## src/hw/rtl/cht_ram.sv

```systemverilog
// Generic single-write, single-read RAM with registered read data.
`default_nettype none
module cht_ram #(
    parameter int WIDTH = 64,
    parameter int DEPTH = 64
) (
    input  wire logic                     aclk,
    input  wire logic                     we,
    input  wire logic [$clog2(DEPTH)-1:0] waddr,
    input  wire logic [WIDTH-1:0]         wdata,
    input  wire logic [$clog2(DEPTH)-1:0] raddr,
    output logic      [WIDTH-1:0]         rdata
);

    logic [WIDTH-1:0] mem [DEPTH];
    logic [WIDTH-1:0] rdata_reg;

    // Write port and registered read port
    always_ff @(posedge aclk) begin
        if (we) begin
            mem[waddr] <= wdata;
        end
        rdata_reg <= mem[raddr];
    end

    assign rdata = rdata_reg;

endmodule
`default_nettype wire

```

## config.mk

```make
export PLATFORM = sky130hd
export DESIGN_NAME = cht_ram
export DESIGN_NICKNAME = d
export VERILOG_FILES = /design/src/hw/rtl/cht_ram.sv
export SDC_FILE = /design/constraint.sdc
export NUM_CORES = 2
export LEC_CHECK = 0
export BUFFER_PORTS_ARGS = -buffer_cell sky130_fd_sc_hd__buf_4
export CAP_MARGIN = 5
export CORE_MARGIN = 4
export CORE_UTILIZATION = 30
export DETAILED_ROUTE_END_ITERATION = 8
export PLACE_DENSITY_LB_ADDON = 0.05
export SLEW_MARGIN = 20
export SYNTH_ARGS = -nofsm -noshare
export SYNTH_HDL_FRONTEND = slang
export SYNTH_SLANG_ARGS = --single-unit
```

## constraint.sdc

```tcl
create_clock -name aclk -period 10.5 [get_ports aclk]
set_clock_uncertainty 0.1 [all_clocks]
set_input_delay 0.525 -clock aclk [delete_from_list [all_inputs] [get_ports aclk]]
set_output_delay 0.525 -clock aclk [all_outputs]
set_load 0.1 [all_outputs]
```

==> metrics.txt <==
Starting Density 0.302; Net Sw Frac 0.225; WP data arrival 4.42 ns; FFs w/ async S/R, synth 0; startpoint types primary input; setup slack after layout 6.60 ns; Syn Nets 6676; layout cell share with drive strength beyond 1 0.288; quantity of gates resized following cts 0; total gr overflow 0; largest net degree at the start of global routing 106; Slew headroom 0.209; CTS buffer count 470; share of the synthesized area in the top cell type 0.787; Post-CTS Setup Inserts 0; final WL 538 mm; first-pass GRT wire length 724 mm; Num Clock Sinks 4160; Final min period 3.90 ns; Lkg Pwr 56.4 nW; cell row count 264; Core ar. 518000 um2; delay of the slowest critical-path stage 0.92 ns; hold_sp raddr[1]; antenna violations before repair 57; HP Class primary input to flip-flop; WHS Endpoint rdata[7]; Max Freq 0.256 GHz; max_cap viols 0; RSZ-0062 raised after global routing no; Port Buffers 141; drt initial violations 7272; P_sw 8.24 mW; WS Path Type primary input to flip-flop; Netlist cell types 33; routability congestion estimate from global placement 0.724; area grow syn2layout 17.0%; yosys warns 0; worst path required time 11.02 ns; top post-synthesis cells by area edfxtp_1 (79%), mux4_2 (15%), mux2i_1 (0.86%); Clock transition at path regs 0.06 ns; Critical Path End Type flip-flop; clock power share 0.442; Total GRT Usage 0.200; buffer and inverter count on the worst path 4; final setup vio count 0; # H-tree levels 5; Slowest-stage cell, CP nor2_4; Cells after Synth 6598; R2R Path End rdata[58]; Place WS 5.79 ns; Ports 142; worst r2r src mem[34][58]; Post-CTS Hold Buffers 67; hold_ws 0.264 ns; post-synthesis sequential area ratio 0.795; CP max FO 30; die width 730 um; Die Span Y 730 um; Syn Area/Cell 23.7 um2; Reg area 124000 um2; Final Hold Viols 0; top_reg_cell synth edfxtp_1; measured slew at the worst slew-check pin 1.19 ns; period utilisation layout 0.371; status finished clean; Most Frequent Cell on Critical Path buf_4; max FFs per register 4096; Logic pwr share 0.053; Worst-Skew Late Latency 1.01 ns; post-layout util 0.353; Root Buffer Master clkbuf_16; Flop pwr share 0.504; multi-input logic area 30800 um2; R2R depth 5; Final ANT Viol Nets 0; post-synthesis register bit count 4160; vias in the first global route 78900; Post-synth EDFFs 4096; peak supply drop 142 uV; largest area contributor in the netlist edfxtp_1; Mapped Area 156000 um2; fill count 47700; # DRC 0; TNS Setup 0 ns; power density over the cells 200 nW/um2; Vias per Instance 5.18; die area 533000 um2; First-pass DRT Iterations 5; hold-critical path depth 5; post-DP HPWL 293 mm; CP top delay family buffers and inverters; CTS tree yes; R2R Setup Slk 7.98 ns; Final nets 7225; crit path cell chain dlygate4sd3_1, buf_4, nor2b_1, nand3_1, nor2_4, buf_4, buf_4; maximum root-to-sink buffer count 4; internal power 28.4 mW; via count 75000; max-slew violations 0; Avg WL per Cell 37.2 um
## metal layers
layer	track usage	vias to the layer above	wire, um
met5	0	-	32
met4	0.0365	6	10000
met3	0.0222	567	20100
met2	0.335	1887	264000
met1	0.283	42800	244000
li1	-	29700	-
## synth_stat cells, types with 29 or more instances
| cell | n |
|---|---|
| nor2_1 | 112 |
| a22oi_1 | 168 |
| buf_4 | 34 |
| mux2i_1 | 135 |
| nand2_1 | 58 |
| nand3_1 | 45 |
| or3_1 | 29 |
| buf_2 | 170 |
| edfxtp_1 | 4096 |
| and3_1 | 64 |
| dfxtp_1 | 64 |
| clkbuf_1 | 140 |
| o22ai_1 | 83 |
| mux4_2 | 1024 |
| o221ai_1 | 38 |
| a211oi_1 | 63 |
| a22o_1 | 88 |
## worst max path at each step
stage | from | end | slack, ns | depth (start not counted)
5_1_grt | waddr[2] | mem[61][41] | 6.58 | 7
4_1_cts | waddr[2] | mem[61][25] | 6.67 | 7
2_1_floorplan | waddr[3] | mem[48][0] | 4.44 | 4
3_3_place_gp | raddr[1] | rdata[58] | 5.74 | 8
3_5_place_dp | raddr[1] | rdata[58] | 5.79 | 8
6_report | waddr[2] | mem[61][45] | 6.60 | 7
## per-stage QoR
stage,power (mW),instances,cell area [um2]
2_1_floorplan,19.9,6598,156000
3_3_place_gp,20.8,13500,167000
3_5_place_dp,20.8,13500,167000
4_1_cts,37.2,14500,183000
5_1_grt,38.0,14500,183000
6_report,36.7,14500,183000
## cells by family after synthesis
| family | share of synthesized area |
|---|---|
| muxes | 0.156 |
| AOI/OAI and AO/OA | 0.0248 |
| buffers and inverters | 0.0118 |
| and+or+nand+nor | 0.0124 |
| DFF | 0.795 |
## layout by cell type, fill, tap and decap left out, types with 24 or more instances in the layout
cell,count
nor2_4,65
buf_4,351
nand2_1,54
a22oi_1,168
or2_2,28
clkbuf_8,45
clkbuf_16,474
edfxtp_1,4096
clkbuf_1,110
mux2i_1,135
dfxtp_1,64
nand3_1,45
a22o_1,88
clkinv_2,82
or3_1,29
buf_12,24
and3_1,64
nor2b_1,24
mux4_2,1024
o22ai_1,83
a211oi_1,63
bufinv_16,34
clkinv_1,101
dlygate4sd3_1,67
a41oi_1,26
nor2_1,47
o221ai_1,38
## power groups by stage
stage	clock (mW)	sequential [mW]	combinational, mW
finish	16.2	18.5	1.96
detailed placement	0	18.9	1.99
global placement	0	18.8	1.98
CTS	16.7	18.5	2.03
floorplan	0	19.0	0.856
global route	17.4	18.5	2.08
## area by class of cell
cell class              count  area share
clock buffers             629      0.0705
diodes                     10    0.000137
repair buffers            447      0.0213
multi-input cells        2049       0.168
clock inverters           247      0.0124
well taps                6916      0.0473
flip-flops and latches   4160       0.680
inverters                  19    0.000390
## worst reg2reg max path, cell delays in order (launching register included)
cell and delay [ns]:
edfxtp_1 0.39, mux4_2 0.51, or3_1 0.32, a41oi_1 0.81
a211oi_1 0.12, buf_4 0.19
(Power assumes the default switching activity.)
