[src/hw/rtl/cht_pkg.sv]
// Shared types, codes and sizes for the capability handle table.
`default_nettype none
package cht_pkg;

    // Table geometry
    localparam int TABLE_ENTRIES = 64;
    localparam int IDX_W         = $clog2(TABLE_ENTRIES);

    // Field widths
    localparam int DATA_W   = 32;
    localparam int HANDLE_W = 10;
    localparam int CMD_W    = 3;
    localparam int STATUS_W = 3;
    localparam int ITEM_W   = CMD_W + HANDLE_W + 2 * DATA_W;
    localparam int TDATA_W  = ((ITEM_W + 7) / 8) * 8;
    localparam int TDATA_PAD = TDATA_W - ITEM_W;

    // Reset value of the duplicate-permission mask
    localparam logic [DATA_W-1:0] DUP_MASK_RESET = 32'd1;

    typedef enum logic [CMD_W-1:0] {
        CMD_ALLOC   = 3'd0,
        CMD_GET     = 3'd1,
        CMD_TAKE    = 3'd2,
        CMD_RESTORE = 3'd3,
        CMD_CLOSE   = 3'd4,
        CMD_DUP     = 3'd5
    } cmd_t;

    typedef enum logic [STATUS_W-1:0] {
        ST_OK        = 3'd0,
        ST_INVALID   = 3'd1,
        ST_BADHANDLE = 3'd2,
        ST_DENIED    = 3'd3,
        ST_BUSY      = 3'd4,
        ST_FULL      = 3'd5
    } status_t;

    typedef enum logic [1:0] {
        SEQ_IDLE  = 2'd0,
        SEQ_CHECK = 2'd1,
        SEQ_DUP   = 2'd2
    } seq_state_t;

    // Used-bit update from the sequencer
    typedef struct packed {
        logic             set_en;
        logic             clr_en;
        logic [IDX_W-1:0] idx;
    } slot_upd_t;

    // Lowest free slot
    typedef struct packed {
        logic             any_free;
        logic [IDX_W-1:0] idx;
    } free_info_t;

    // Rights unit result
    typedef struct packed {
        logic [DATA_W-1:0] masked;
        logic              covers;
        logic              nonzero;
    } rights_res_t;

endpackage
`default_nettype wire

[src/hw/rtl/cht_rights_unit.sv]
// Shared rights unit: AND of a slot's rights with an operand, plus cover and nonzero tests.
`default_nettype none
module cht_rights_unit
    import cht_pkg::*;
(
    input  wire logic [DATA_W-1:0] rights,
    input  wire logic [DATA_W-1:0] operand,
    output rights_res_t            res
);

    logic [DATA_W-1:0] masked;

    // One AND feeds both compares
    assign masked      = rights & operand;
    assign res.masked  = masked;
    assign res.covers  = (masked == operand);
    assign res.nonzero = (masked != '0);

endmodule
`default_nettype wire

[config.mk]
export PLATFORM = sky130hd
export DESIGN_NAME = cht_rights_unit
export DESIGN_NICKNAME = d
export VERILOG_FILES = /design/src/hw/rtl/cht_pkg.sv /design/src/hw/rtl/cht_rights_unit.sv
export SDC_FILE = /design/constraint.sdc
export NUM_CORES = 1
export LEC_CHECK = 0
export BUFFER_PORTS_ARGS = -buffer_cell sky130_fd_sc_hd__buf_2
export CAP_MARGIN = 20
export CORE_MARGIN = 5
export CORE_UTILIZATION = 28
export DETAILED_ROUTE_END_ITERATION = 7
export GPL_TIMING_DRIVEN = 1
export PLACE_DENSITY = 0.92
export SLEW_MARGIN = 20
export SYNTH_ARGS = -nofsm -noshare
export SYNTH_HDL_FRONTEND = slang
export SYNTH_SLANG_ARGS = --single-unit
[constraint.sdc]
create_clock -name vclk -period 1.65
set_input_delay 0 -clock vclk [all_inputs]
set_output_delay 0 -clock vclk [all_outputs]
set_load 0.02 [all_outputs]
==> impl_metrics.py <==
metrics = {
    "setup_path": {
        "worst_path_max_delay_cell": "or4_4",
        "crit_type": "input pin to output port",
        "start_kind": "input pin",
        "cp_cell_sequence": "buf_6 > and2_4 > or4_4 > or4_4 > or4_4 > buf_6",
        "path_depth": 6,
        "worstSetupEndpointType": "output port",
        "cp_max_fo": 2,
        "path_common_cell": "or4_4",
        "cp.required_ns": 1.65,
        "critical_path.top_delay_family": "simple AND/OR/NAND/NOR gates",
        "critPathArrivalTime_ns": 1.86,
        "max_stage_delay_ns": 0.54,
        "crit_buf_inv": 2,
    },
    "power": {
        "power_mw": 0.319,
        "p_leak_nw": 0.808,
        "p_per_area_mw_per_mm2": 264,
        "vdd_ir_drop_max_uv": 154,
    },
    "timing": {
        "period_needed_ns": 1.86,
        "fmax_mhz": 538,
        "slew_headroom": 0.820,
        "tightestPinTransition_ns": 0.267,
        "setup_viol": 1,
        "hold_viol_final": 0,
        "maxSlewViolCount": 0,
        "rsz0062_at_grt": "true",
        "period_share": 1.13,
        "setup_ws_ns": -0.209,
    },
    "die": {
        "io_pins": 98,
        "die_h_um": 54.4,
        "start_util": 0.287,
        "coreArea_mm2": 0.00192,
        "fp.dieW_um": 54.4,
        "row_count": 16,
        "die_area_mm2": 0.00296,
    },
    "detailed_routing": {
        "via_count": 1072,
        "drt_iter0_markers": 9,
        "drc_errors": 0,
        "wl_per_cell_um": 11.8,
        "wirelength_mm": 2.77,
        "first_pass_iters": 4,
        "ant_nets": 0,
        "vias_per_cell": 4.58,
    },
    "place": {
        "dp_slack_ns": -0.251,
        "post_dp_cell_area_mm2": 0.00117,
        "gp_congestion": 0.838,
        "dp_hpwl_mm": 2.59,
        "io_buffers": 98,
    },
    "yosys": {
        "synth_cell_types": 9,
        "synth.area.mux_share": 0,
        "synth_compound_gate_area_share": 0.181,
        "syn_area_um2": 552,
        "synth_simple_gate_area_share": 0.601,
        "synth-seq-area-share": 0,
        "avgSynthCellArea_um2": 5.63,
        "synthAdderAreaFrac": 0,
        "synth_top_family_by_area": "simple AND/OR/NAND/NOR gates",
        "synth_xor_area_frac": 0,
        "synth_nets": 162,
        "synth_cells": 98,
        "yosys_warnings": 0,
    },
    "finish": {
        "postLayoutCoreUtil": 0.629,
        "areaGrowthSynthToFinish_pct": 119,
        "diodes": 0,
        "drive_gt1_frac": 0.599,
        "clkbuf_count": 0,
        "seq_area_um2": 0,
        "final_nets": 273,
        "mostFrequentLayoutCells": "buf_2 (95), inv_1 (32), and2_1 (25)",
        "design.seq.count": 0,
        "layout_commonest_cell": "buf_2",
        "design_area_mm2": 0.00121,
    },
    "worst_hold_path": {
        "hold_depth": 3,
        "hold_class": "input pin to output port",
    },
    "flow_run": {
        "maxCapViolations": 0,
    },
    "outcome": {
        "violations": "setup timing",
        "status": "complete, but fails checks",
    },
    "global_routing": {
        "grt_pass1_vias": 1025,
        "grt_first_pass_wirelength_mm": 4.07,
        "grt_use_total": 0.182,
        "antenna_found_initial": 0,
        "grt_max_degree": 3,
        "overflow": 0,
    },
    "clock_network": {
        "postCtsSetupRepairBufs": 0,
        "hold_buffers": 0,
    },
}
==> synthesized netlist by cell type, drive strengths merged <==
library cell,instances,area share
or4,9,0.12
nor4,4,0.045
o22ai,16,0.18
and2,32,0.37
or2,4,0.045
inv,32,0.22
and4,1,0.016
==> power breakdown <==
group	internal, mW	total [mW]	switching [mW]
combinational	0.164	0.319	0.154
sequential	0	0	0
clock	0	0	0
total	0.164	0.319	0.154
==> final cells by class <==
cell class,instances,area [µm²]
fillers,192,713
repair buffers,109,592
multi-input cells,66,463
inverters,32,120
well taps,27,33.8
==> path summary, 6_finish.rpt <==
check / from / endpoint
setup / recovery: rights[14] / res[0]
hold / removal: rights[14] / res[16]
==> worst min-delay path: cells and delay by family <==
kind | cells | cell delay, ns
and+or+nand+nor | 1 | 0.13
buffers and inverters | 2 | 0.23
==> through the flow <==
step / std cells / hold WS, ns / setup TNS, ns
2_1_floorplan: 98 / 0.140 / 0
3_3_place_gp: 234 / 0.357 / -0.248
3_5_place_dp: 234 / 0.364 / -0.251
4_1_cts: 234 / 0.355 / -0.207
5_1_grt: 234 / 0.367 / -0.242
6_report: 234 / 0.356 / -0.209
==> timing repair <==
item                                   in CTS  in global routing
endpoints found under the hold margin       0                  0
pin swaps                                   6                  0
resized for setup                           8                  2
setup endpoints to repair                   1                  1
==> routing by layer <==
| metal | track usage | wire [µm] | up-vias |
|---|---|---|---|
| li1 | - | - | 551 |
| met1 | 0.183 | 895 | 472 |
| met2 | 0.400 | 1590 | 49 |
| met3 | 0.0245 | 280 | 0 |
| met4 | 0 | 0 | 0 |
| met5 | 0 | 0 | - |
==> logic make-up (layout without fill, tap and decap cells) <==
| family | Yosys count | after routing |
|---|---|---|
| AND/OR/NAND/NOR | 50 | 50 |
| buffers and inverters | 32 | 141 |
| AO/OA/AOI/OAI | 16 | 16 |
Power figures use the tool's default switching activity.
