$ cat config.mk
export PLATFORM = sky130hd
export DESIGN_NAME = cht_slot_map
export DESIGN_NICKNAME = d
export VERILOG_FILES = /design/src/hw/rtl/cht_pkg.sv /design/src/hw/rtl/cht_slot_map.sv
export SDC_FILE = /design/constraint.sdc
export NUM_CORES = 1
export LEC_CHECK = 0
export BUFFER_PORTS_ARGS = -buffer_cell sky130_fd_sc_hd__buf_2
export CAP_MARGIN = 10
export CORE_ASPECT_RATIO = 0.9
export CORE_MARGIN = 1.5
export CORE_UTILIZATION = 35
export CTS_CLUSTER_SIZE = 10
export DETAILED_ROUTE_END_ITERATION = 10
export SKIP_LAST_GASP = 1
export SYNTH_ARGS = -nofsm -noshare
export SYNTH_HDL_FRONTEND = slang
export SYNTH_SLANG_ARGS = --single-unit
$ cat constraint.sdc
create_clock -name aclk -period 2.1 [get_ports aclk]
set_clock_uncertainty 0.1 [all_clocks]
set_input_delay 0.21 -clock aclk [delete_from_list [all_inputs] [get_ports aclk]]
set_output_delay 0.21 -clock aclk [all_outputs]
set_load 0.01 [all_outputs]
$ cat src/hw/rtl/cht_pkg.sv
// Shared types, codes and sizes for the capability handle table.
`default_nettype none
package cht_pkg;

    // Table geometry
    localparam int TABLE_ENTRIES = 64;
    localparam int IDX_W         = $clog2(TABLE_ENTRIES);

    // Field widths
    localparam int DATA_W   = 32;
    localparam int HANDLE_W = 10;
    localparam int CMD_W    = 3;
    localparam int STATUS_W = 3;
    localparam int ITEM_W   = CMD_W + HANDLE_W + 2 * DATA_W;
    localparam int TDATA_W  = ((ITEM_W + 7) / 8) * 8;
    localparam int TDATA_PAD = TDATA_W - ITEM_W;

    // Reset value of the duplicate-permission mask
    localparam logic [DATA_W-1:0] DUP_MASK_RESET = 32'd1;

    typedef enum logic [CMD_W-1:0] {
        CMD_ALLOC   = 3'd0,
        CMD_GET     = 3'd1,
        CMD_TAKE    = 3'd2,
        CMD_RESTORE = 3'd3,
        CMD_CLOSE   = 3'd4,
        CMD_DUP     = 3'd5
    } cmd_t;

    typedef enum logic [STATUS_W-1:0] {
        ST_OK        = 3'd0,
        ST_INVALID   = 3'd1,
        ST_BADHANDLE = 3'd2,
        ST_DENIED    = 3'd3,
        ST_BUSY      = 3'd4,
        ST_FULL      = 3'd5
    } status_t;

    typedef enum logic [1:0] {
        SEQ_IDLE  = 2'd0,
        SEQ_CHECK = 2'd1,
        SEQ_DUP   = 2'd2
    } seq_state_t;

    // Used-bit update from the sequencer
    typedef struct packed {
        logic             set_en;
        logic             clr_en;
        logic [IDX_W-1:0] idx;
    } slot_upd_t;

    // Lowest free slot
    typedef struct packed {
        logic             any_free;
        logic [IDX_W-1:0] idx;
    } free_info_t;

    // Rights unit result
    typedef struct packed {
        logic [DATA_W-1:0] masked;
        logic              covers;
        logic              nonzero;
    } rights_res_t;

endpackage
`default_nettype wire

$ cat src/hw/rtl/cht_slot_map.sv
// Slot occupancy bits with a registered lowest-free-slot encoder.
`default_nettype none
module cht_slot_map
    import cht_pkg::*;
(
    input  wire logic       aclk,
    input  wire logic       aresetn,
    input  wire slot_upd_t  upd,
    input  wire logic [IDX_W-1:0] lookup_idx,
    output logic            used_at,
    output free_info_t      free_info
);

    logic [TABLE_ENTRIES-1:0] used_reg;
    logic [TABLE_ENTRIES-1:0] used_next;
    free_info_t               free_reg;
    free_info_t               free_next;

    // Set or clear one used bit per request
    always_comb begin
        used_next = used_reg;
        if (upd.set_en) begin
            used_next[upd.idx] = 1'b1;
        end else if (upd.clr_en) begin
            used_next[upd.idx] = 1'b0;
        end
    end

    // Priority encode the lowest clear bit; lowest index wins
    always_comb begin
        free_next = '0;
        for (int i = TABLE_ENTRIES - 1; i >= 0; i--) begin
            if (!used_reg[i]) begin
                free_next.any_free = 1'b1;
                free_next.idx      = IDX_W'(i);
            end
        end
    end

    always_ff @(posedge aclk) begin
        if (!aresetn) begin
            used_reg <= '0;
            free_reg <= '0;
        end else begin
            used_reg <= used_next;
            free_reg <= free_next;
        end
    end

    assign used_at   = used_reg[lookup_idx];
    assign free_info = free_reg;

`ifndef SYNTH
    // Never set and clear in the same cycle
    a_upd_excl: assert property (@(posedge aclk) disable iff (!aresetn)
        !(upd.set_en && upd.clr_en))
        else $error("slot set and clear together");

    // A slot is only filled while free
    a_set_free: assert property (@(posedge aclk) disable iff (!aresetn)
        upd.set_en |-> !used_reg[upd.idx])
        else $error("filling an occupied slot");

    // A slot is only freed while used
    a_clr_used: assert property (@(posedge aclk) disable iff (!aresetn)
        upd.clr_en |-> used_reg[upd.idx])
        else $error("freeing an empty slot");
`endif

endmodule
`default_nettype wire

==> flow_summary.json, run 1 <==
{
  "critPathLaunchType": "flip-flop",
  "start_util_pct": 35.7,
  "synth.top_cell.area_share_pct": 33.3,
  "grt_pass1_vias": 3721,
  "ys_top_cells_by_area": "dfxtp_1, mux2i_1, nor2b_1, mux4_1, nor2_1",
  "cp-end-kind": "output port",
  "drt-total-wl_mm": 12.8,
  "final_nets": 588,
  "power_frac_seq_pct": 41.8,
  "synth.cell_area_sq_um": 4270,
  "grtUsageTotal_pct": 20.9,
  "crit_fanout": 5,
  "cts.sinks": 71,
  "tightest_slew_ps": 667,
  "viasPerCell": 5.35,
  "core_sq_um": 12000,
  "synth_cell_type_count": 45,
  "syn-mean-instance-area_sq_um": 8.55,
  "hold_path_class": "input pin to flip-flop",
  "finalCriticalPeriod_ps": 2350,
  "wl_per_cell_microns": 17.4,
  "drv_cap": 0,
  "area_delta_synth_final_pct": 24.2,
  "switchingPower_mw": 0.736,
  "peakVddDrop_mv": 0.350,
  "port_buffers": 23,
  "p_leak_nw": 1.80,
  "drt_iter0_markers": 379,
  "ys_warn_count": 0,
  "die_h_microns": 108,
  "antenna_left": 0,
  "post_route_cells_drive_above_1_share_pct": 20.6,
  "clockRootBuffer": "clkbuf_16",
  "grt_pass1_wl_mm": 20.5,
  "grt_max_degree": 65,
  "dieArea_sq_um": 12900,
  "clkTransAtPathRegs_ps": 60,
  "final_cell_mix": "nor2_1, dfxtp_1, buf_4, nor2b_1, mux2i_1",
  "syn_nets": 516,
  "power_density_nw_per_um2": 614,
  "fin_crit_sh_pct": 112,
  "p_comb_share_pct": 7.3,
  "io_pins": 24,
  "timing.fmax_ghz": 0.425,
  "n_antenna_cell": 0,
  "antenna_found_initial": 0,
  "worstPathArrival_ps": 2040,
  "cts_setup_buffers": 0,
  "grt.overflow.total": 0,
  "clkPwrFrac_pct": 50.9,
  "seq_area_frac_synth_pct": 33.3,
  "rrSetupSlack_ps": 80,
  "finalHoldViolCount": 0,
  "dr.pass1.iters": 5,
  "cellInternalPower_mw": 2.52,
  "yosysTopAreaCell": "dfxtp_1",
  "dp.cells": 721,
  "cts.path.max_buffers": 2,
  "vias": 3946,
  "htree_levels": 3,
  "final_common_cell": "nor2_1",
  "gp_congestion": 0.895,
  "final_cells": 737,
  "syn_inst": 500,
  "relSlewSlack_pct": 55.6,
  "cp.required_ps": 1790,
  "status": "finished, violations left",
  "ys_ff_latch": 71,
  "place_hpwl_mm": 9.13,
  "drc": 0,
  "core.rowCount": 38,
  "clk_latency_ps": 330,
  "die_x_microns": 119,
  "cts_buffers": 9,
  "setup_viol": 1,
  "rsz0062_at_grt": "yes",
  "violations": "setup timing",
  "p_sw_share_pct": 22.6,
  "cts_tree": "yes",
  "setup_ws_ps": -252,
  "place_ws_ps": -207,
  "finalMaxSlewViolations": 0,
  "worstSetupPathType": "flip-flop to output port"
}
what timing repair did:
item                       CTS  global route
gates resized for setup      9             3
setup endpoints to repair    1             3
hold buffers                 0             0
pin swaps                    1             0
cell families after synthesis:
kind of cell / Yosys count / share of synthesized area, %
buffers and inverters: 40 / 4.13
and+or+nand+nor: 242 / 28.1
AOI/OAI and AO/OA: 77 / 12.0
muxes: 70 / 22.5
DFF: 71 / 33.3
synthesized netlist by cell type (all sizes together):
| master | instances |
|---|---|
| nor2b | 61 |
| nand2b | 2 |
| nor4 | 1 |
| a21o | 1 |
| or4 | 1 |
| a221o | 1 |
| nand3 | 15 |
| nor2 | 73 |
| buf | 6 |
| nor3 | 5 |
| nand4 | 19 |
| inv | 14 |
| or2 | 1 |
| and2 | 2 |
| a31o | 1 |
| o311ai | 1 |
| a221oi | 5 |
| o221ai | 1 |
| nand3b | 2 |
| and4 | 3 |
| a31oi | 7 |
| o21ai | 25 |
| dfxtp | 71 |
| a2111oi | 1 |
| o31a | 1 |
| or3b | 1 |
| mux4 | 17 |
| a21oi | 9 |
| and3 | 3 |
| and3b | 2 |
| or3 | 2 |
| clkbuf | 20 |
| a21boi | 11 |
| o211ai | 4 |
| nand2 | 49 |
| a41o | 2 |
| o31ai | 2 |
| mux2i | 53 |
| a311o | 1 |
| a22o | 4 |
stage by stage:
step	power [mW]	hold WS (ps)	area (sq um)	TNS (ps)	util (%)
finish	3.26	64.6	5310	-252	44.3
global route	3.34	84.8	5310	-300	44.3
CTS	3.27	56.2	5300	-237	44.3
detailed placement	1.62	406	4960	-207	41.4
global placement	1.62	400	4960	-225	41.4
floorplan	1.53	285	4270	0	-
routing by layer:
layer	vias to the layer above	global-route usage [%]	routed length [microns]
met4	0	6.21	169
li1	1930	-	-
met5	-	0	0
met1	1867	29.1	5960
met2	136	32.8	5850
met3	13	4.34	841
area by class of cell:
| type | count | area (sq um) |
|---|---|---|
| Fill cell | 1195 | 6680 |
| Multi-Input combinational cell | 389 | 2690 |
| Inverter | 14 | 52.6 |
| Tap cell | 160 | 200 |
| Clock buffer | 11 | 243 |
| Sequential cell | 71 | 1430 |
| Clock inverter | 5 | 81.3 |
| Timing Repair Buffer | 87 | 614 |
path summary, 6_finish.rpt:
path	start	to	depth (start not counted)
setup / recovery	flip-flop	used_at	6
setup reg to reg	flip-flop	free_info[1]	5
hold reg to reg	flip-flop	flip-flop	2
hold / removal	aresetn	flip-flop	2
critical path, stage by stage, from the launching register on:
cell and delay, ps:
dfxtp_2 340, mux4_2 460, a22o_1 230, a221oi_2 230
mux4_2 300, inv_2 40, buf_6 110
power by group through the flow:
stage	Clock (mW)	Combinational, mW	Sequential [mW]
after floorplan	0	0.142	1.39
after global placement	0	0.230	1.39
after detailed placement	0	0.233	1.39
after CTS	1.67	0.235	1.36
after global routing	1.73	0.256	1.36
final	1.66	0.237	1.36
Note: power is estimated with default switching activity, not from simulation.
==> inputs of run 2 (changes only) <==
--- a/config.mk
+++ b/config.mk
@@ -7,7 +7,7 @@
 export LEC_CHECK = 0
 export BUFFER_PORTS_ARGS = -buffer_cell sky130_fd_sc_hd__buf_2
 export CAP_MARGIN = 10
-export CORE_ASPECT_RATIO = 0.9
+export CORE_ASPECT_RATIO = 0.75
 export CORE_MARGIN = 1.5
 export CORE_UTILIZATION = 35
 export CTS_CLUSTER_SIZE = 10
==> run 2 against run 1 <==
Compared with the run above:
- the run still ends with setup timing left
- die area about the same
- sequential power hardly changed
- critical path depth stayed put
- register-to-register slack about the same
- final cell count up 0.27%
- combinational power is 3% higher
- via count up 2.4%
- total power down 7.7%
- global-route usage grew 0.72 points
- utilization rose by 0.75 points
- largest cell class unchanged
==> flow_summary.json, run 2 (same netlist as run 1, synthesis figures left out) <==
{
  "drt-total-wl_mm": 13.3,
  "final.fill_count": 1204,
  "grt_pass1_wl_mm": 21.0,
  "worstPathArrival_ps": 2030,
  "finalHoldViolCount": 0,
  "power_frac_seq_pct": 45.3,
  "cellInternalPower_mw": 2.30,
  "port_buffers": 23,
  "area_delta_synth_final_pct": 23.7,
  "status": "finished, violations left",
  "setup_ws_ps": -240,
  "whs_ps": 110,
  "seq_area_sq_um": 1430,
  "critPathLaunchType": "flip-flop",
  "final_common_cell": "nor2_1",
  "cts_buffers": 9,
  "wl_per_cell_microns": 18.0,
  "switchingPower_mw": 0.709,
  "clk_latency_ps": 330,
  "n_antenna_cell": 0,
  "core.rowCount": 34,
  "fin_crit_sh_pct": 111,
  "start_util_pct": 36.4,
  "violations": "setup timing",
  "antenna_left": 0,
  "rsz0062_at_grt": "yes",
  "worstSetupPathType": "flip-flop to output port",
  "dr.pass1.iters": 5,
  "clockRootBuffer": "clkbuf_16",
  "p_sw_share_pct": 23.6,
  "die_h_microns": 98.7,
  "final_cell_mix": "nor2_1, dfxtp_1, buf_4, nor2b_1, mux2i_1",
  "htree_levels": 3,
  "antenna_found_initial": 0,
  "power_mw": 3.00,
  "placed_cell_area_sq_um": 4970,
  "utilization_pct": 45.0,
  "drt_iter0_markers": 321,
  "setup_viol": 1,
  "cts_tree": "yes",
  "grtUsageTotal_pct": 21.7,
  "clkPwrFrac_pct": 46.6,
  "io_pins": 24,
  "final.setup.tns_ps": -240,
  "core_sq_um": 11700,
  "cp.required_ps": 1790,
  "grt_pass1_vias": 3756,
  "relSlewSlack_pct": 52.3,
  "grt.overflow.total": 0,
  "drv_cap": 0,
  "cts.path.max_buffers": 2,
  "crit_fanout": 2,
  "peakVddDrop_mv": 0.357,
  "hold_path_class": "input pin to flip-flop",
  "power_density_nw_per_um2": 568,
  "finalMaxSlewViolations": 0,
  "timing.fmax_ghz": 0.427,
  "clkTransAtPathRegs_ps": 60,
  "post_route_cells_drive_above_1_share_pct": 21.5,
  "die_x_microns": 131,
  "p_comb_share_pct": 8.1,
  "finalCriticalPeriod_ps": 2340,
  "dieArea_sq_um": 12900,
  "viasPerCell": 5.47,
  "place_hpwl_mm": 9.36,
  "cts.sinks": 71,
  "tightest_slew_ps": 715,
  "multi_input_area_sq_um": 2690,
  "vias": 4040,
  "drc": 0,
  "gp_congestion": 0.884,
  "p_leak_nw": 1.79,
  "final_area_sq_um": 5290,
  "cp-end-kind": "output port",
  "grt_max_degree": 65,
  "final_nets": 590
}
## run 2: cell count changes in the layout (fill, tap and decap cells not counted), sizes merged
cell,change
buf,+2
bufinv,-2
clkbuf,+2
clkinv,-1
clkinvlp,-1
## run 2: repair_timing
item,CTS,global route
resized for setup,13,6
pin swaps,2,2
hold buffers,0,0
setup endpoints to repair,2,2
buffers inserted,1,1
## run 2: worst paths after layout
kind / start / endpoint / slack (ps) / cells after the start
min reg2reg: flip-flop / flip-flop / 420 / 2
max reg2reg: flip-flop / free_info[1] / 70 / 5
max: flip-flop / used_at / -240 / 6
min: upd[0] / flip-flop / 110 / 3
## run 2: cell type report
cell class | instances | share of cell area, %
multi-input cells | 389 | 50.9
flip-flops and latches | 71 | 27.1
inverters | 14 | 0.994
repair buffers | 89 | 12.1
clock buffers | 13 | 4.92
clock inverters | 1 | 0.0947
well taps | 162 | 3.83
## run 2: stage by stage
stage / instances / worst slack, ps
4_1_cts: 738 / -240
3_3_place_gp: 723 / -231
3_5_place_dp: 723 / -255
6_report: 739 / -240
5_1_grt: 739 / -277
2_1_floorplan: 500 / 181
## run 2: power by group through the flow
stage | registers (mW) | logic (mW) | clock network (mW)
floorplan | 1.39 | 0.142 | 0
global placement | 1.39 | 0.233 | 0
detailed placement | 1.39 | 0.236 | 0
CTS | 1.36 | 0.239 | 1.43
global route | 1.36 | 0.259 | 1.47
finish | 1.36 | 0.243 | 1.40
## run 2: critical path: stages (launching register included)
cell and delay (ps):
dfxtp_2 320, mux4_2 480, a22o_1 230, a221oi_2 220, mux4_2 300, inv_2 40, buf_6 110
## run 2: routing by layer
layer / vias up / global-route usage [%] / wire (microns)
met4: 0 / 5.16 / 165
met2: 149 / 30.6 / 5450
met1: 1939 / 33.5 / 6720
met3: 17 / 4.34 / 953
met5: - / 0 / 0
li1: 1935 / - / -
==> inputs of run 3 (changes only) <==
--- a/config.mk
+++ b/config.mk
@@ -5,6 +5,7 @@
 export SDC_FILE = /design/constraint.sdc
 export NUM_CORES = 1
 export LEC_CHECK = 0
+export ABC_AREA = 1
 export BUFFER_PORTS_ARGS = -buffer_cell sky130_fd_sc_hd__buf_2
 export CAP_MARGIN = 10
 export CORE_ASPECT_RATIO = 0.75
==> run 3 against run 2 <==
Compared with the run above:
- sequential share of layout area about the same
- worst hold slack better by 44 ps
- non-clock buffer count increased by 3
- critical endpoint is now free_info[0]
- the run still ends with setup timing left
- via count is 20% higher
- maximum frequency decreased by 36%
- cell area is 0.62% lower
- first-iteration DRC count up 3.7%
- total power rose by 5.7%
- critical path type is now flip-flop to flip-flop
==> flow_summary.json, run 3 <==
{
  "syn_nets": 699,
  "area_delta_synth_final_pct": 27.0,
  "cts.hold.buffers_added": 0,
  "max_stage_delay_ps": 330,
  "worstPathArrival_ps": 3800,
  "synth_top_family_by_area": "simple AND/OR/NAND/NOR gates",
  "crit_fanout": 2,
  "clk_latency_ps": 340,
  "timing.fmax_ghz": 0.272,
  "antenna_found_initial": 0,
  "htree_levels": 3,
  "setup_viol": 3,
  "violations": "setup timing",
  "synthSimpleGateAreaFrac_pct": 34.9,
  "cp-end-kind": "flip-flop",
  "multi_input_area_sq_um": 2470,
  "ys_ff_latch": 71,
  "setup_ws_ps": -1570,
  "cts_tree": "yes",
  "io_pins": 24,
  "wl_per_cell_microns": 15.6,
  "seq_area_frac_synth_pct": 34.4,
  "clkTransAtPathRegs_ps": 60,
  "critPathLaunchType": "flip-flop",
  "drt_iter0_markers": 333,
  "syn-mean-instance-area_sq_um": 6.06,
  "grtUsageTotal_pct": 23.1,
  "dr.pass1.iters": 5,
  "finalMaxSlewViolations": 0,
  "rrSetupSlack_ps": -1570,
  "r2r-end": "free_info[0]",
  "n_antenna_cell": 0,
  "antenna_left": 0,
  "core.rowCount": 34,
  "synth_flop_cell": "dfxtp_1",
  "worstSetupPathType": "flip-flop to flip-flop",
  "synth_compound_area_share_pct": 22.0,
  "grt_max_degree": 65,
  "cp_common_cell": "nand2_1",
  "final.fill_count": 1229,
  "final_cell_mix": "nor2_1, nand2_1, o21ai_0, dfxtp_1, buf_4",
  "die_x_microns": 129,
  "synth_cell_type_count": 26,
  "drv_cap": 0,
  "ys_top_cells_by_area": "dfxtp_1, nor2_1, nand2_1, o21ai_0, nor3_1",
  "crit_slowest_cell": "dfxtp_2",
  "cts.sinks": 71,
  "cp.required_ps": 2220,
  "grt_pass1_wl_mm": 22.4,
  "fin_crit_sh_pct": 175,
  "finalCriticalPeriod_ps": 3670,
  "finalHoldViolCount": 0,
  "place_hpwl_mm": 9.93,
  "cts_buffers": 9,
  "drt-total-wl_mm": 14.3,
  "async_flop_share_pct": 0,
  "cts.path.max_buffers": 2,
  "core_sq_um": 11600,
  "final_nets": 766,
  "synth.cell_area_sq_um": 4140,
  "dp.cells": 899,
  "relSlewSlack_pct": 51.4,
  "start_util_pct": 35.8,
  "tightest_slew_ps": 729,
  "hp-start": "upd[2]",
  "yosysTopAreaCell": "dfxtp_1",
  "dieArea_sq_um": 12500,
  "peakVddDrop_mv": 0.376,
  "clockRootBuffer": "clkbuf_16",
  "grt.overflow.total": 0,
  "gp_congestion": 0.891,
  "synth_edf_count": 0,
  "post_route_cells_drive_above_1_share_pct": 17.9,
  "viasPerCell": 5.31,
  "synthMuxAreaShare_pct": 0,
  "port_buffers": 23,
  "synth_most_common_cell": "nor2_1",
  "place_ws_ps": -1540,
  "seq_area_sq_um": 1430,
  "final_cells": 916,
  "status": "finished, violations left",
  "final_common_cell": "nor2_1",
  "rsz0062_at_grt": "yes",
  "final.setup.tns_ps": -2700,
  "grt_pass1_vias": 4289,
  "whs_ps": 154,
  "p_leak_nw": 2.00,
  "synth.top_cell.area_share_pct": 34.4,
  "syn_inst": 683,
  "hold_path_class": "input pin to flip-flop",
  "ys_warn_count": 0,
  "synth_xor_area_share_pct": 0,
  "power_density_nw_per_um2": 604,
  "synthAdderAreaFrac_pct": 0,
  "drc": 0,
  "min_path_cells": 4,
  "die_h_microns": 97.2,
  "utilization_pct": 45.4,
  "vias": 4863,
  "reg2reg_depth": 63,
  "ys_top_cells_by_count": "nor2_1, nand2_1, o21ai_0, dfxtp_1, inv_1"
}
==> run 3: cell count changes after synthesis, moves of 17 or more <==
cell	previous run	this run
a21oi_1	9	40
inv_1	14	59
nor2_1	73	139
nor3_1	5	58
nand2_1	49	128
nor2b_1	61	0
clkbuf_1	19	36
mux2i_1	53	0
o21ai_0	25	87
==> run 3: where the power goes <==
part	switching (mW)	internal (mW)
clock	0.568	0.892
combinational	0.240	0.107
sequential	0.00845	1.36
total	0.817	2.36
==> run 3: layout make-up <==
cell class,instances,area share [%]
well taps,162,3.86
inverters,61,4.36
multi-input cells,515,46.9
flip-flops and latches,71,27.2
repair buffers,92,12.4
clock buffers,15,5.29
==> run 3: per-stage QoR <==
stage               total power, mW  instance area [sq um]
floorplan                      1.58                   4140
global placement               1.71                   4820
detailed placement             1.72                   4820
CTS                            3.17                   5190
global route                   3.28                   5260
finish                         3.18                   5260
==> run 3: worst max-delay path, delay by kind of cell, from the launching register on <==
kind,cells,cell delay [ps]
AOI/OAI and AO/OA,1,50
DFF,1,330
buffers and inverters,1,30
and+or+nand+nor,61,3040
==> run 3: how the worst max path moves through the flow <==
stage	start	end	cells after the start
floorplan	flip-flop	free_info[0]	63
finish	flip-flop	free_info[0]	63
CTS	flip-flop	free_info[0]	63
global route	flip-flop	free_info[0]	63
detailed placement	flip-flop	free_info[0]	63
global placement	flip-flop	free_info[0]	63
==> run 3: cells by family (layout without fill, tap and decap cells) <==
group | Yosys count | in the layout
AND/OR/NAND/NOR | 354 | 354
AO/OA/AOI/OAI | 161 | 161
buffers and inverters | 97 | 168
flip-flops | 71 | 71
==> run 3: timing repair <==
action                     in CTS  in global routing
setup buffers                   5                  1
resized for setup              17                 33
setup endpoints to repair       3                  7
pin swaps                      23                 16
==> run 3: layer usage <==
| layer | up-vias | track usage (%) | part of all wire [%] |
|---|---|---|---|
| met5 | - | 0 | 0 |
| met4 | 0 | 6.05 | 1.6 |
| met3 | 18 | 4.85 | 8.2 |
| met2 | 195 | 34.4 | 43 |
| met1 | 2243 | 33.7 | 47 |
| li1 | 2407 | - | - |
